--- src/bcs_pkg.sv ---
// Types, sizes and the divide-by-taps function of the boxcar curve smoother.
`default_nettype none
package bcs_pkg;

   // Filter and frame shape
   localparam int TAPS      = 11;
   localparam int BANDS     = 10;
   localparam int FRAME_LEN = 124;

   // Clamp limits of a curve point
   localparam int CURVE_MAX = 9;
   localparam int CURVE_MIN = -8;

   // Field widths of the request and response
   localparam int GAIN_W  = 8;
   localparam int CURVE_W = 5;
   localparam int IDX_W   = 7;

   // Sample and running sum widths inside a cell
   localparam int SAMPLE_W = GAIN_W;
   localparam int SUM_W    = SAMPLE_W + $clog2(TAPS);
   localparam int HIST_LEN = TAPS - 1;

   // Position counter covers the frame and every band start
   localparam int SPAN     = (BANDS * TAPS > FRAME_LEN) ? BANDS * TAPS : FRAME_LEN;
   localparam int POS_W    = $clog2(SPAN + 1);
   localparam int BAND_W   = $clog2(BANDS);

   // Reciprocal multiply for an exact divide by TAPS of a SUM_W-bit magnitude
   localparam int      DIV_SHIFT = SUM_W + $clog2(TAPS);
   localparam longint  DIV_MUL   = ((64'd1 << DIV_SHIFT) + TAPS - 1) / TAPS;
   localparam int      PROD_W    = 2 * SUM_W + 1;

   // Index of the last curve point of a frame
   localparam int LAST_IDX = FRAME_LEN - 1 - TAPS;

   localparam logic signed [SAMPLE_W-1:0] CLAMP_HI = SAMPLE_W'(CURVE_MAX);
   localparam logic signed [SAMPLE_W-1:0] CLAMP_LO = SAMPLE_W'(CURVE_MIN);
   localparam logic signed [CURVE_W-1:0]  CURVE_HI = CURVE_W'(CURVE_MAX);
   localparam logic signed [CURVE_W-1:0]  CURVE_LO = CURVE_W'(CURVE_MIN);

   // Tag that travels with each frame sample along the chain
   typedef struct packed {
      logic             clear;
      logic [POS_W-1:0] pos;
   } tag_type;

   // One sample handed from a cell to its neighbor
   typedef struct packed {
      logic                       valid;
      tag_type                    tag;
      logic signed [SAMPLE_W-1:0] sample;
   } cell_bus_type;

   // Divide a signed window sum by TAPS, truncating toward zero
   function automatic logic signed [SAMPLE_W-1:0] div_taps(
      input logic signed [SUM_W-1:0] sum
   );
      logic [SUM_W-1:0]    mag;
      logic [PROD_W-1:0]   prod;
      logic [SAMPLE_W-1:0] qmag;
      mag  = sum[SUM_W-1] ? SUM_W'(-sum) : SUM_W'(sum);
      prod = PROD_W'(mag) * PROD_W'(DIV_MUL[SUM_W:0]);
      qmag = prod[DIV_SHIFT +: SAMPLE_W];
      return sum[SUM_W-1] ? SAMPLE_W'(-qmag) : qmag;
   endfunction

endpackage
`default_nettype wire

--- src/bcs_req_if.sv ---
// Request channel: one band gain per request.
`default_nettype none
interface bcs_req_if;
   logic                             valid;
   logic                             ready;
   logic signed [bcs_pkg::GAIN_W-1:0] band_gain;

   modport source (output valid, output band_gain, input ready);
   modport sink   (input valid, input band_gain, output ready);
endinterface
`default_nettype wire

--- src/bcs_rsp_if.sv ---
// Response channel: one curve point per handshake.
`default_nettype none
interface bcs_rsp_if;
   logic                               valid;
   logic                               ready;
   logic signed [bcs_pkg::CURVE_W-1:0] curve_value;
   logic [bcs_pkg::IDX_W-1:0]          curve_index;
   logic                               last_point;

   modport source (output valid, output curve_value, output curve_index,
                   output last_point, input ready);
   modport sink   (input valid, input curve_value, input curve_index,
                   input last_point, output ready);
endinterface
`default_nettype wire

--- src/bcs_sequencer.sv ---
// Sequencer: expands each band gain into its run of zero-stuffed frame samples.
`default_nettype none
module bcs_sequencer (
   input  logic                  clock,
   input  logic                  reset,
   bcs_req_if.sink               req_chan,
   input  logic                  advance,
   output bcs_pkg::cell_bus_type issue
);

   logic                              busy_ff, busy_in;
   logic                              first_ff, first_in;
   logic [bcs_pkg::POS_W-1:0]         pos_ff, pos_in;
   logic [bcs_pkg::POS_W-1:0]         end_ff, end_in;
   logic [bcs_pkg::POS_W-1:0]         start_ff, start_in;
   logic [bcs_pkg::BAND_W-1:0]        band_ff, band_in;
   logic signed [bcs_pkg::GAIN_W-1:0] gain_ff, gain_in;

   logic                      accept;
   logic                      final_step;
   logic                      last_band;
   logic [bcs_pkg::POS_W-1:0] start_pos;
   logic [bcs_pkg::POS_W-1:0] cand_end;
   logic [bcs_pkg::POS_W-1:0] band_end;
   logic [bcs_pkg::POS_W-1:0] pos_next;

   // Take a request when idle or on the last sample of the current band, never in reset
   always_comb begin
      pos_next   = pos_ff + bcs_pkg::POS_W'(1);
      final_step = busy_ff && advance && (pos_next == end_ff);
      req_chan.ready = !reset && (!busy_ff || final_step);
      accept     = req_chan.valid && req_chan.ready;
   end

   // Work out the sample span of the band being taken
   always_comb begin
      last_band = (band_ff == bcs_pkg::BAND_W'(bcs_pkg::BANDS - 1));
      start_pos = (band_ff == '0) ? '0 : start_ff;
      cand_end  = start_pos + bcs_pkg::POS_W'(bcs_pkg::TAPS);
      if (last_band || (cand_end > bcs_pkg::POS_W'(bcs_pkg::FRAME_LEN))) begin
         band_end = bcs_pkg::POS_W'(bcs_pkg::FRAME_LEN);
      end else begin
         band_end = cand_end;
      end
   end

   // Next state: load a new band, step through the current one, or hold
   always_comb begin
      busy_in  = busy_ff;
      first_in = first_ff;
      pos_in   = pos_ff;
      end_in   = end_ff;
      start_in = start_ff;
      band_in  = band_ff;
      gain_in  = gain_ff;
      priority if (accept) begin
         busy_in  = (start_pos < band_end);
         first_in = 1'b1;
         pos_in   = start_pos;
         end_in   = band_end;
         gain_in  = req_chan.band_gain;
         start_in = last_band ? '0 : cand_end;
         band_in  = last_band ? '0 : band_ff + bcs_pkg::BAND_W'(1);
      end else if (busy_ff && advance) begin
         busy_in  = !final_step;
         first_in = 1'b0;
         pos_in   = pos_next;
      end
   end

   always_ff @(posedge clock) begin
      if (reset) begin
         busy_ff  <= 1'b0;
         band_ff  <= '0;
         start_ff <= '0;
      end else begin
         busy_ff  <= busy_in;
         band_ff  <= band_in;
         start_ff <= start_in;
      end
      first_ff <= first_in;
      pos_ff   <= pos_in;
      end_ff   <= end_in;
      gain_ff  <= gain_in;
   end

   // Drive the current sample: the gain on the band's first slot, zero elsewhere
   always_comb begin
      issue.valid     = busy_ff;
      issue.tag.clear = (pos_ff == '0);
      issue.tag.pos   = pos_ff;
      issue.sample    = first_ff ? gain_ff : '0;
   end

endmodule
`default_nettype wire

--- src/bcs_boxcar_cell.sv ---
// Boxcar cell: one moving-sum stage with its history and divide by taps.
`default_nettype none
module bcs_boxcar_cell (
   input  logic                  clock,
   input  logic                  reset,
   input  logic                  advance,
   input  bcs_pkg::cell_bus_type up,
   output bcs_pkg::cell_bus_type down
);

   logic signed [bcs_pkg::SAMPLE_W-1:0] hist_ff [bcs_pkg::HIST_LEN];
   logic signed [bcs_pkg::SAMPLE_W-1:0] hist_in [bcs_pkg::HIST_LEN];
   logic signed [bcs_pkg::SUM_W-1:0]    sum_ff, sum_in;
   bcs_pkg::cell_bus_type               down_ff, down_in;

   logic signed [bcs_pkg::SUM_W-1:0]    prior;
   logic signed [bcs_pkg::SUM_W-1:0]    window;
   logic signed [bcs_pkg::SAMPLE_W-1:0] oldest;
   logic                                step;

   // Window sum: new sample plus running sum of the history, zero on frame start
   always_comb begin
      step   = advance && up.valid;
      prior  = up.tag.clear ? '0 : sum_ff;
      oldest = up.tag.clear ? '0 : hist_ff[bcs_pkg::HIST_LEN-1];
      window = prior + bcs_pkg::SUM_W'(up.sample);
      sum_in = window - bcs_pkg::SUM_W'(oldest);
   end

   // Shift the history, dropping the oldest sample
   always_comb begin
      hist_in[0] = up.sample;
      for (int k = 1; k < bcs_pkg::HIST_LEN; k++) begin
         hist_in[k] = up.tag.clear ? '0 : hist_ff[k-1];
      end
   end

   // Hand the averaged sample to the next cell
   always_comb begin
      down_in.valid  = up.valid;
      down_in.tag    = up.tag;
      down_in.sample = bcs_pkg::div_taps(window);
   end

   always_ff @(posedge clock) begin
      if (step) begin
         hist_ff <= hist_in;
         sum_ff  <= sum_in;
      end
   end

   always_ff @(posedge clock) begin
      if (reset) begin
         down_ff.valid <= 1'b0;
      end else if (advance) begin
         down_ff.valid <= down_in.valid;
      end
      if (advance) begin
         down_ff.tag    <= down_in.tag;
         down_ff.sample <= down_in.sample;
      end
   end

   assign down = down_ff;

endmodule
`default_nettype wire

--- src/cascaded_boxcar_curve_smoother.sv ---
// Top level: sequencer, chain of three boxcar cells and clamped output register.
// A frame sample passes the register of each cell and the output register.
// Throughput: the sequencer issues one frame sample per cycle while responses are
// not stalled; a band is TAPS (11) samples, the last FRAME_LEN-(BANDS-1)*TAPS (25).
// A request is taken while the previous band's last sample issues, with no gap.
// Synchronous reset clears the band counter and all valid bits; histories clear
// themselves on the first sample of every frame.
`default_nettype none
module cascaded_boxcar_curve_smoother (
   input  logic      clock,
   input  logic      reset,
   bcs_req_if.sink   req_chan,
   bcs_rsp_if.source rsp_chan
);

   bcs_pkg::cell_bus_type stage_bus [4];

   logic                                out_valid_ff, out_valid_in;
   logic signed [bcs_pkg::CURVE_W-1:0]  out_value_ff, out_value_in;
   logic [bcs_pkg::IDX_W-1:0]           out_index_ff, out_index_in;
   logic                                out_last_ff, out_last_in;
   logic                                advance;
   logic signed [bcs_pkg::SAMPLE_W-1:0] y;
   logic [bcs_pkg::POS_W-1:0]           idx_full;

   // Move the whole chain whenever the output register can take a point
   assign advance = !out_valid_ff || rsp_chan.ready;

   bcs_sequencer u_sequencer (
      .clock    (clock),
      .reset    (reset),
      .req_chan (req_chan),
      .advance  (advance),
      .issue    (stage_bus[0])
   );

   for (genvar g = 0; g < 3; g++) begin : g_cell
      bcs_boxcar_cell u_cell (
         .clock   (clock),
         .reset   (reset),
         .advance (advance),
         .up      (stage_bus[g]),
         .down    (stage_bus[g+1])
      );
   end

   // Clamp the smoothed value and drop positions before the first tap span
   always_comb begin
      y        = stage_bus[3].sample;
      idx_full = stage_bus[3].tag.pos - bcs_pkg::POS_W'(bcs_pkg::TAPS);
      out_valid_in = stage_bus[3].valid
                  && (stage_bus[3].tag.pos >= bcs_pkg::POS_W'(bcs_pkg::TAPS));
      priority if (y > bcs_pkg::CLAMP_HI) begin
         out_value_in = bcs_pkg::CURVE_HI;
      end else if (y < bcs_pkg::CLAMP_LO) begin
         out_value_in = bcs_pkg::CURVE_LO;
      end else begin
         out_value_in = y[bcs_pkg::CURVE_W-1:0];
      end
      out_index_in = idx_full[bcs_pkg::IDX_W-1:0];
      out_last_in  = (stage_bus[3].tag.pos == bcs_pkg::POS_W'(bcs_pkg::FRAME_LEN - 1));
   end

   always_ff @(posedge clock) begin
      if (reset) begin
         out_valid_ff <= 1'b0;
      end else if (advance) begin
         out_valid_ff <= out_valid_in;
      end
      if (advance) begin
         out_value_ff <= out_value_in;
         out_index_ff <= out_index_in;
         out_last_ff  <= out_last_in;
      end
   end

   assign rsp_chan.valid       = out_valid_ff;
   assign rsp_chan.curve_value = out_value_ff;
   assign rsp_chan.curve_index = out_index_ff;
   assign rsp_chan.last_point  = out_last_ff;

endmodule
`default_nettype wire

--- src/flat_wrapper.sv ---
// flat-port wrapper written by rule: the top's interface ports become plain ports
module cascaded_boxcar_curve_smoother_flat 
  (clock, reset, req_chan_valid, req_chan_band_gain, req_chan_ready, rsp_chan_valid, rsp_chan_curve_value, rsp_chan_curve_index, rsp_chan_last_point, rsp_chan_ready);
  bcs_req_if req_chan_i ();
  bcs_rsp_if rsp_chan_i ();
  input  logic clock;
  input  logic reset;
  input wire logic [$bits(req_chan_i.valid)-1:0] req_chan_valid;
  input wire logic [$bits(req_chan_i.band_gain)-1:0] req_chan_band_gain;
  output wire logic [$bits(req_chan_i.ready)-1:0] req_chan_ready;
  output wire logic [$bits(rsp_chan_i.valid)-1:0] rsp_chan_valid;
  output wire logic [$bits(rsp_chan_i.curve_value)-1:0] rsp_chan_curve_value;
  output wire logic [$bits(rsp_chan_i.curve_index)-1:0] rsp_chan_curve_index;
  output wire logic [$bits(rsp_chan_i.last_point)-1:0] rsp_chan_last_point;
  input wire logic [$bits(rsp_chan_i.ready)-1:0] rsp_chan_ready;
  assign req_chan_i.valid = req_chan_valid;
  assign req_chan_i.band_gain = req_chan_band_gain;
  assign req_chan_ready = req_chan_i.ready;
  assign rsp_chan_valid = rsp_chan_i.valid;
  assign rsp_chan_curve_value = rsp_chan_i.curve_value;
  assign rsp_chan_curve_index = rsp_chan_i.curve_index;
  assign rsp_chan_last_point = rsp_chan_i.last_point;
  assign rsp_chan_i.ready = rsp_chan_ready;
  cascaded_boxcar_curve_smoother u_core (.clock(clock), .reset(reset), .req_chan(req_chan_i), .rsp_chan(rsp_chan_i));
endmodule
--- config.mk ---
export PLATFORM = sky130hd
export DESIGN_NAME = cascaded_boxcar_curve_smoother_flat
export DESIGN_NICKNAME = d
export VERILOG_FILES = /design/src/bcs_pkg.sv /design/src/bcs_req_if.sv /design/src/bcs_rsp_if.sv /design/src/bcs_sequencer.sv /design/src/bcs_boxcar_cell.sv /design/src/cascaded_boxcar_curve_smoother.sv /design/src/flat_wrapper.sv
export SDC_FILE = /design/constraint.sdc
export NUM_CORES = 1
export LEC_CHECK = 0
export BUFFER_PORTS_ARGS = -buffer_cell sky130_fd_sc_hd__buf_2
export CORE_ASPECT_RATIO = 1.75
export CORE_MARGIN = 3
export CORE_UTILIZATION = 46
export CTS_CLUSTER_SIZE = 24
export DETAILED_ROUTE_END_ITERATION = 10
export GPL_ROUTABILITY_DRIVEN = 0
export HOLD_SLACK_MARGIN = 0.03
export MAX_ROUTING_LAYER = met4
export PLACE_DENSITY_LB_ADDON = 0.15
export REMOVE_ABC_BUFFERS = 1
export SYNTH_ARGS = -nofsm -noshare
export SYNTH_HDL_FRONTEND = slang
export SYNTH_HIERARCHICAL = 1
export SYNTH_SLANG_ARGS = --single-unit
--- constraint.sdc ---
create_clock -name clock -period 10.1 [get_ports clock]
set_input_delay 1.01 -clock clock [delete_from_list [all_inputs] [get_ports clock]]
set_output_delay 1.01 -clock clock [all_outputs]
set_load 0.02 [all_outputs]
; ---- Word-level counts from Yosys, hierarchy flattened
; Index checks and enable logic that the tools add are counted.
[op_classes]
addsub = 16
multipliers = 3
order_cmp = 5
eq_ne = 3
n_mux = 22
reduce_logical = 18
[op_table]
columns = cell, n
row1 = $mux W12, 6
row2 = $mul A12 B12 Y23 const B, 3
row3 = $mux W8, 7
row4 = $add A12 B8 Y12, 3
row5 = $neg A12 Y12, 3
row6 = $sub A12 B8 Y12, 3
row7 = $mux W7, 5
row8 = $neg A8 Y8, 3
row9 = $gt A8 B5 Y1 const B, 1
row10 = $lt A8 B4 Y1 const B, 1
row11 = $add A7 B1 Y7 const B, 1
row12 = $add A7 B4 Y7 const B, 1
row13 = $eq A7 B7 Y1, 1
row14 = $eq A7 B7 Y1 const B, 1
row15 = $ge A7 B4 Y1 const B, 1
row16 = $gt A7 B7 Y1 const B, 1
row17 = $logic_and A1 B1 Y1, 7
row18 = $logic_not A7 Y1, 1
row19 = $lt A7 B7 Y1, 1
row20 = $sub A7 B4 Y7 const B, 1
row21 = $mux W5, 1
row22 = $add A4 B1 Y4 const B, 1
row23 = $eq A4 B4 Y1 const B, 1
row24 = $logic_not A1 Y1, 4
row25 = 6 further kinds, 9
[word_totals]
ff_bits = 375

; ---- Longest topological paths before layout
; Gate-level depths: netlist (run 1).
[logic_depth]
depth_word = 8
ltp_mapped = 40
ltp_nobuf = 37

; ---- Hierarchy
; Netlist (run 1), hierarchy kept.
[modules_own_cells]
columns = mod, n_inst, cells_each, area_each_um2, seq_area_each_um2
row1 = bcs_boxcar_cell (u_core.g_cell[1].u_cell), 1, 704, 8076.5, 3263.1
row2 = bcs_boxcar_cell (u_core.g_cell[0].u_cell), 1, 704, 7986.4, 3263.1
row3 = bcs_boxcar_cell (u_core.g_cell[2].u_cell), 1, 690, 7896.3, 3263.1
row4 = bcs_sequencer, 1, 232, 2110.8, 920.9
row5 = cascaded_boxcar_curve_smoother, 1, 47, 641.9, 410.4

; ---- Worst setup path before layout (run 1)
; No wires, ideal clock.
[synth_path]
kind = register to register
start = register u_core/u_sequencer/pos_ff[0] in the netlist's numbering
end = register u_core.g_cell[0].u_cell.down_ff (netlist bit u_core/g_cell[0].u_cell/down[6]), data pin
arrival_ps = 8618
slack_ps = 1223
stages_incl_launch_ff = 41
synth_period_minus_slack_ps = 8877
cell_sequence = edfxtp_1 > inv_1 > ha_1 > or4b_2 > nor3_1 > clkbuf_1 > clkbuf_1 > nand2b_1 > inv_1 > ha_1 > a211oi_2 > o21a_1 > o21a_2 > o211ai_1 > a21oi_2 > xnor2_1 > buf_2 > nor2_1 > [... 5 more ...] > inv_1 > fa_1 > inv_1 > fa_1 > inv_1 > ha_1 > a21o_1 > a211o_1 > o21ai_1 > o21ai_1 > nor2_1 > xnor2_1 > ha_1 > inv_1 > a211o_1 > a31oi_1 > a211oi_2 > xnor2_1
[synth_rtl]
columns = element, line_no
row1 = from (decl), bcs_sequencer.sv:13  ; logic [bcs_pkg::POS_W-1:0] pos_ff, pos_in;
row2 = from (signal assigned), bcs_sequencer.sv:82  ; pos_ff <= pos_in;
row3 = to (decl), bcs_boxcar_cell.sv:14  ; bcs_pkg::cell_bus_type down_ff, down_in;

==> flow_metrics.tcl, run 1 <==
set metrics [dict create \
    antenna_cells 0 \
    coreArea_um2 57300 \
    hold_viol_final 0 \
    clockBufferDepth 3 \
    cts_hold_buffers 0 \
    drt_iter0_drc 556 \
    htree_levels 2 \
    die_x_um 188 \
    required_ns 10.41 \
    slew_headroom_pct 22.1 \
    whs_path_depth 0 \
    drc 0 \
    port_buffers 26 \
    grt-ovfl-total 0 \
    antenna_found_initial 0 \
    nets 2855 \
    reg2reg_to "u_core/g_cell[0].u_cell/down[6]" \
    grt_pass1_wl_um 89600 \
    tightest_slew_ns 1.17 \
    antenna_left 0 \
    io_pins 27 \
    cts_buffers 39 \
    maxSlewViolCount 0 \
    vias_per_cell 5.27 \
    hold_end "u_core/g_cell[1].u_cell/down[8]" \
    slowest_delay_ns 0.60 \
    cp_max_fo 21 \
    die-area_um2 61000 \
    fillers 5152 \
    syn_inst 2376 \
    placementRows 116 \
    cts.reportedPaths.clkPinSlew_ns 0.06 \
    die_h_um 325 \
    finalCritPeriodShare_pct 92.8 \
    vias 16889 \
    reg2reg_depth 32 \
    crit_type "reg2reg" \
    crit_path_start_kind "register" \
    clock.fmax_ghz 0.107 \
    holdCritStartpoint "u_core/g_cell[0].u_cell/down[8]" \
    syn_avg_cell_area_um2 11.2 \
    routedWlPerCell_um 16.9 \
    fin_setup_tns_ns 0 \
    syn_to_final_growth_pct 8.64 \
    regToRegSetupSlack_ns 0.73 \
    status "completed" \
    seqCellArea_um2 11100 \
    drt-pass1-iter-count 7 \
    rsz0062_at_grt "no" \
    min_period_ns 9.37 \
    hpwlAfterDp_um 41900 \
    hold_path.class "reg2reg" \
    cp-end-kind "register" \
    drv_cap 0 \
    crit_top_cell "ha_1" \
    r2r-start "u_core/u_sequencer/pos_ff[0]" \
    initial_utilization_pct 46.5 \
    clock_skew_ns 0.0363 \
    yosysWarningCount 6 \
    setup_violations 0 \
    cts.sinks 375 \
    cp.arrival_ns 9.68 \
    cts_tree "built" \
    multi_input_area_um2 14100 \
    clock_latency_ns 0.58 \
    root_buffer "clkbuf_16" \
    drive_gt1_share_pct 7.18 \
    netlist_area_um2 26700 \
    grt_pass1_vias 18209 \
    gr-usage-all-layers_pct 18.6 \
    routed_wirelength_um 54200 \
    cp_slowest_cell "or4b_2" \
    grt_max_degree 94 \
]
-- flip-flops by register name, summed over array words and instances, names as in the netlist --
name / flops
u_core/g_cell.u_cell/hist_ff: 240
u_core/g_cell.u_cell/down: 50
u_core/g_cell.u_cell/sum_ff: 36
u_core/u_sequencer/gain_ff: 8
u_core/rsp_chan.curve_index: 7
u_core/u_sequencer/end_ff: 7
u_core/u_sequencer/pos_ff: 7
u_core/u_sequencer/start_ff: 7
u_core/rsp_chan.curve_value: 5
u_core/u_sequencer/band_ff: 4
u_core/rsp_chan.last_point: 1
u_core/rsp_chan.valid: 1
u_core/u_sequencer/busy_ff: 1
u_core/u_sequencer/first_ff: 1
-- layout make-up --
| type | count | share of cell area (%) |
|---|---|---|
| Multi-Input combinational cell | 1602 | 48.6 |
| Sequential cell | 375 | 38.3 |
| Inverter | 344 | 4.45 |
| Clock buffer | 50 | 3.68 |
| Tap cell | 767 | 3.31 |
| Timing Repair Buffer | 45 | 0.941 |
| Clock inverter | 20 | 0.721 |
-- through the flow --
step           hold WS, ns  area (µm²)  utilization, %  instances  setup slack, ns
2_1_floorplan        0.400       26400               -       2321            -2.88
3_3_place_gp         0.405       27700            48.3       3133            0.609
3_5_place_dp         0.407       27700            48.3       3133            0.422
4_1_cts              0.423       29000            50.5       3203            0.381
5_1_grt              0.423       29000            50.6       3203           0.0864
6_report             0.424       29000            50.6       3203            0.728
-- worst max path at each step --
stage,start,endpoint,depth (start not counted)
5_1_grt,u_core/u_sequencer/pos_ff[0],u_core/g_cell[0].u_cell/down[6],36
3_5_place_dp,u_core/u_sequencer/pos_ff[0],u_core/g_cell[0].u_cell/down[6],36
2_1_floorplan,u_core/u_sequencer/pos_ff[0],u_core/g_cell[0].u_cell/down[6],37
6_report,u_core/u_sequencer/pos_ff[0],u_core/g_cell[0].u_cell/down[6],32
4_1_cts,u_core/u_sequencer/pos_ff[0],u_core/g_cell[0].u_cell/down[6],32
3_3_place_gp,u_core/u_sequencer/pos_ff[0],u_core/g_cell[0].u_cell/down[6],34
-- placed cells by master, fill, tap and decap left out, drive strengths merged, types with 33 or more instances in the layout --
cell type and instances:
xor2 45, xnor2 96, a21oi 86, inv 349, clkbuf 50, nand2b 36, nand2 83, nor3 33
edfxtp 358, fa 123, o21ai 65, ha 313, buf 45, nor2b 270, nor2 113
-- critical path: cells and delay by family, from the launching register on --
family,cells,cell delay (ns)
AND/OR/NAND/NOR,3,1.02
flip-flops,1,0.48
buffers and inverters,4,0.51
XOR/XNOR,3,1.07
adder cells (fa/ha/maj),8,3.07
AO/OA/AOI/OAI,14,2.94
-- what timing repair did --
item | CTS | global route
resized for setup | 0 | 1
setup endpoints to repair | 0 | 3
setup buffers | 0 | 0
-- routing by layer --
layer  track usage (%)  vias to the layer above  wire length, µm
li1                  -                     8264                -
met4              9.49                        0             3110
met3              2.14                      163             1110
met1              17.4                     8229            19100
met2              36.5                      233            30900
met5                 -                        -                0
Power of run 1 is left out: the tool's default activity adds up to more than one toggle a clock period on the data nets, which glitch-free logic cannot reach.
==> run 2, diff against run 1 <==
--- a/config.mk
+++ b/config.mk
@@ -5,6 +5,7 @@
 export SDC_FILE = /design/constraint.sdc
 export NUM_CORES = 1
 export LEC_CHECK = 0
+export ABC_AREA = 1
 export BUFFER_PORTS_ARGS = -buffer_cell sky130_fd_sc_hd__buf_2
 export CORE_ASPECT_RATIO = 1.75
 export CORE_MARGIN = 3
==> flow_metrics.tcl, run 2 <==
set metrics [dict create \
    io_pins 27 \
    regToRegSetupSlack_ns 2.23 \
    antenna_found_initial 0 \
    place_ws_ns 2.32 \
    largest-register "u_core/g_cell.u_cell/hist_ff" \
    hold_viol_final 0 \
    drive_gt1_share_pct 7.47 \
    reg2reg_depth 45 \
    finalWorstSetupSlack_ns 2.23 \
    tightest_slew_ns 1.05 \
    antenna_left 0 \
    drc 0 \
    htree_levels 2 \
    post-cts-setup-buffers 0 \
    seqCellArea_um2 11100 \
    routedWlPerCell_um 15.0 \
    maxSlewViolCount 0 \
    rsz0062_at_grt "no" \
    placementRows 119 \
    yosysWarningCount 6 \
    syn_to_final_growth_pct 8.14 \
    cts_tree "built" \
    whs_path_depth 0 \
    cp_slowest_cell "fa_1" \
    grt-ovfl-total 0 \
    clock.fmax_ghz 0.127 \
    holdCritStartpoint "u_core/g_cell[1].u_cell/down[9]" \
    port_buffers 26 \
    die_h_um 335 \
    reg2reg_to "u_core/g_cell[0].u_cell/down[6]" \
    drt_iter0_drc 909 \
    cp.arrival_ns 8.21 \
    cts_buffers 38 \
    routed_wirelength_um 62200 \
    grt_max_degree 84 \
    vias_per_cell 4.94 \
    fillers 5645 \
    clock_latency_ns 0.58 \
    post_cts_resized 0 \
    crit_top_cell "nand2_1" \
    netlist_area_um2 28400 \
    met2_length_um 34500 \
    die-area_um2 64800 \
    status "completed" \
    finalCritPeriodShare_pct 77.9 \
    hold_end "u_core/g_cell[2].u_cell/down[9]" \
    crit_type "reg2reg" \
    vias 20435 \
    worst_hold_slack_ns 0.423 \
    nets 3770 \
    fin_util_pct 50.6 \
    clock_skew_ns 0.0258 \
    highest_layer "met4" \
    clockBufferDepth 3 \
    grt_pass1_wl_um 102000 \
    grt_pass1_vias 21135 \
    slew_headroom_pct 29.9 \
    cp_max_fo 13 \
    initial_utilization_pct 46.8 \
    layout_commonest_cell "inv_1" \
    largest_register_ffs 240 \
    hold_path.class "reg2reg" \
    cp-end-kind "register" \
    drt-met1-wl_um 22200 \
    multi_input_area_um2 13900 \
    syn_avg_cell_area_um2 8.65 \
    cts.reportedPaths.clkPinSlew_ns 0.07 \
    wl_met3_um 1520 \
    hpwlAfterDp_um 49400 \
    required_ns 10.44 \
    setup_violations 0 \
    drt-pass1-iter-count 7 \
    slowest_delay_ns 0.55 \
    r2r-start "u_core/u_sequencer/pos_ff[0]" \
    drv_cap 0 \
    die_x_um 194 \
    gr-usage-all-layers_pct 20.0 \
    final_cell_mix "inv_1, nand2_1, nor2_1, edfxtp_1, ha_1" \
    root_buffer "clkbuf_16" \
    coreArea_um2 60600 \
    min_period_ns 7.87 \
    antenna_cells 0 \
    cts.sinks 375 \
    syn_inst 3282 \
    cts_hold_buffers 0 \
    crit_path_start_kind "register" \
]
## run 2: critical path, delay by kind of cell (launching register included)
family,cells,cell delay [ns]
xor+xnor,1,0.16
fa+ha+maj,10,3.53
buf+inv,10,0.97
flops,1,0.48
simple gates,24,2.46
## run 2: metal layers
| metal | vias to the layer above | global-route usage (%) |
|---|---|---|
| met2 | 339 | 38.9 |
| met5 | - | - |
| met3 | 188 | 2.26 |
| li1 | 10278 | - |
| met4 | 0 | 10.8 |
| met1 | 9630 | 19.1 |
## run 2: final cells by class
cell class,count,share of cell area [%]
well taps,786,3.21
flip-flops and latches,375,36.1
clock inverters,22,0.966
repair buffers,36,0.669
inverters,850,10.4
multi-input cells,2021,45.4
clock buffers,43,3.16
## run 2: worst max path at each step
stage,startpoint,to,slack (ns),cells after the start
2_1_floorplan,u_core/u_sequencer/pos_ff[0],u_core/g_cell[0].u_cell/down[6],-1.28,46
3_3_place_gp,u_core/u_sequencer/pos_ff[0],u_core/g_cell[0].u_cell/down[6],2.46,47
3_5_place_dp,u_core/u_sequencer/pos_ff[0],u_core/g_cell[0].u_cell/down[6],2.32,47
4_1_cts,u_core/u_sequencer/pos_ff[0],u_core/g_cell[0].u_cell/down[6],2.29,47
5_1_grt,u_core/u_sequencer/pos_ff[0],u_core/g_cell[0].u_cell/down[6],1.60,47
6_report,u_core/u_sequencer/pos_ff[0],u_core/g_cell[0].u_cell/down[6],2.23,45
## run 2: through the flow
step | area (µm²) | TNS, ns | std cells
after global placement | 29400 | 0 | 4068
final | 30700 | 0 | 4133
after global routing | 30700 | 0 | 4133
after detailed placement | 29400 | 0 | 4068
after CTS | 30700 | 0 | 4133
after floorplan | 28200 | -9.00 | 3246
Power of run 2 is left out for the same reason.
==> run 3, diff against run 2 <==
--- a/config.mk
+++ b/config.mk
@@ -5,7 +5,7 @@
 export SDC_FILE = /design/constraint.sdc
 export NUM_CORES = 1
 export LEC_CHECK = 0
-export ABC_AREA = 1
+export ABC_AREA = 0
 export BUFFER_PORTS_ARGS = -buffer_cell sky130_fd_sc_hd__buf_2
 export CORE_ASPECT_RATIO = 1.75
 export CORE_MARGIN = 3
==> constraint.sdc (replaced) <==
create_clock -name clock -period 7.3 [get_ports clock]
set_input_delay 0.73 -clock clock [delete_from_list [all_inputs] [get_ports clock]]
set_output_delay 0.73 -clock clock [all_outputs]
set_load 0.02 [all_outputs]
==> flow_metrics.tcl, run 3 (same netlist as run 1, synthesis figures left out) <==
set metrics [dict create \
    status "complete, but fails checks" \
    violations "setup timing" \
    maxSlewViolCount 0 \
    setup_violations 15 \
    final_cell_mix "buf_4, edfxtp_1, inv_1, nor2b_1, ha_1" \
    drt-pass1-iter-count 4 \
    cts_hold_buffers 0 \
    nets 3352 \
    grt_max_degree 94 \
    cp_slowest_cell "fa_1" \
    vias 19223 \
    drt_iter0_drc 745 \
    antenna_found_initial 0 \
    clockBufferDepth 3 \
    finalCritPeriodShare_pct 113 \
    die_x_um 188 \
    cts_tree "built" \
    vias_per_cell 5.20 \
    cts.sinks 375 \
    antenna_cells 0 \
    hpwlAfterDp_um 46400 \
    drt-met1-wl_um 21000 \
    routed_wirelength_um 63000 \
    routedWlPerCell_um 17.0 \
    fin_util_pct 60.8 \
    gr-usage-all-layers_pct 21.1 \
    initial_utilization_pct 46.5 \
    clock_latency_ns 0.56 \
    syn_to_final_growth_pct 30.7 \
    die_h_um 325 \
    min_period_ns 8.22 \
    cp.arrival_ns 8.53 \
    wl_met3_um 1370 \
    root_buffer "clkbuf_16" \
    coreArea_um2 57300 \
    placementRows 116 \
    clock_skew_ns 0.0147 \
    layout_commonest_cell "buf_4" \
    hold_path.class "in2reg" \
    cp_max_fo 6 \
    antenna_left 0 \
    port_buffers 26 \
    largest-register "u_core/g_cell.u_cell/hist_ff" \
    grt_pass1_wl_um 101000 \
    crit_top_cell "inv_2" \
    cts.reportedPaths.clkPinSlew_ns 0.06 \
    crit_path_start_kind "register" \
    cp-end-kind "register" \
    largest_register_ffs 240 \
    drc 0 \
    htree_levels 2 \
    required_ns 7.61 \
    drv_cap 0 \
    clock.fmax_ghz 0.122 \
    rsz0062_at_grt "yes" \
    io_pins 27 \
    met2_length_um 36100 \
    grt-ovfl-total 0 \
    crit_type "reg2reg" \
    hold_viol_final 0 \
    slowest_delay_ns 0.51 \
    drive_gt1_share_pct 32.4 \
    whs_path_depth 1 \
    die-area_um2 61000 \
    tightest_slew_ns 1.19 \
    finalWorstSetupSlack_ns -0.916 \
    grt_pass1_vias 21062 \
    cts_buffers 37 \
    highest_layer "met4" \
    reg2reg_depth 41 \
    worst_hold_slack_ns 0.345 \
    slew_headroom_pct 20.5 \
]
==> run 3: cell count changes in the layout (fill, tap and decap cells not counted), sizes merged, moves of 70 or more <==
cell,previous run,this run
nand3,125,32
xnor2,26,96
inv,847,346
nor2,404,113
nand2,676,83
buf,36,543
nor2b,0,270
==> run 3: worst paths after layout <==
| check | start | endpoint | slack (ns) |
|---|---|---|---|
| worst max register to register | u_core/u_sequencer/pos_ff[0] | u_core/g_cell[0].u_cell/down[6] | -0.92 |
| worst min-delay path | req_chan_band_gain[0] | u_core/u_sequencer/gain_ff[0] | 0.35 |
| worst min register to register | u_core/g_cell[0].u_cell/down[13] | u_core/g_cell[1].u_cell/down[13] | 0.42 |
| worst max-delay path | u_core/u_sequencer/pos_ff[0] | u_core/g_cell[0].u_cell/down[6] | -0.92 |
==> run 3: cell type report <==
| cell class | instances | area [µm²] |
|---|---|---|
| multi-input cells | 1602 | 16100 |
| repair buffers | 544 | 4190 |
| well taps | 767 | 960 |
| clock inverters | 21 | 231 |
| flip-flops and latches | 375 | 11100 |
| fillers | 4607 | 22500 |
| clock buffers | 45 | 977 |
| inverters | 344 | 1290 |
==> run 3: routing by layer <==
metal  up-vias  global-route usage, %
met5         -                      -
met4         0                   12.4
met3       231                   2.50
met2       336                   41.8
met1      9412                   18.7
li1       9244                      -
==> run 3: worst max-delay path: cells and delay by family, from the launching register on <==
kind | cells | cell delay, ns
AOI/OAI and AO/OA | 12 | 1.99
and+or+nand+nor | 5 | 0.91
buffers and inverters | 12 | 1.10
DFF | 1 | 0.40
xor gates and xnor gates | 3 | 0.53
adders and majority gates | 9 | 3.01
==> run 3: per-stage QoR <==
| step | instance area (µm²) | std cells | setup WS [ns] | setup TNS, ns |
|---|---|---|---|---|
| 2_1_floorplan | 26400 | 2321 | -5.68 | -73.41 |
| 3_3_place_gp | 30700 | 3531 | -1.05 | -11.12 |
| 3_5_place_dp | 30700 | 3531 | -1.28 | -13.27 |
| 4_1_cts | 34000 | 3675 | -0.685 | -4.39 |
| 5_1_grt | 34900 | 3698 | -1.19 | -10.88 |
| 6_report | 34900 | 3698 | -0.916 | -6.08 |
==> run 3: what timing repair did <==
item                       CTS  global route
setup endpoints to repair   22            22
setup buffers               82            32
pin swaps                  188           106
gates resized for setup    286           147
Power of run 3 is left out for the same reason.
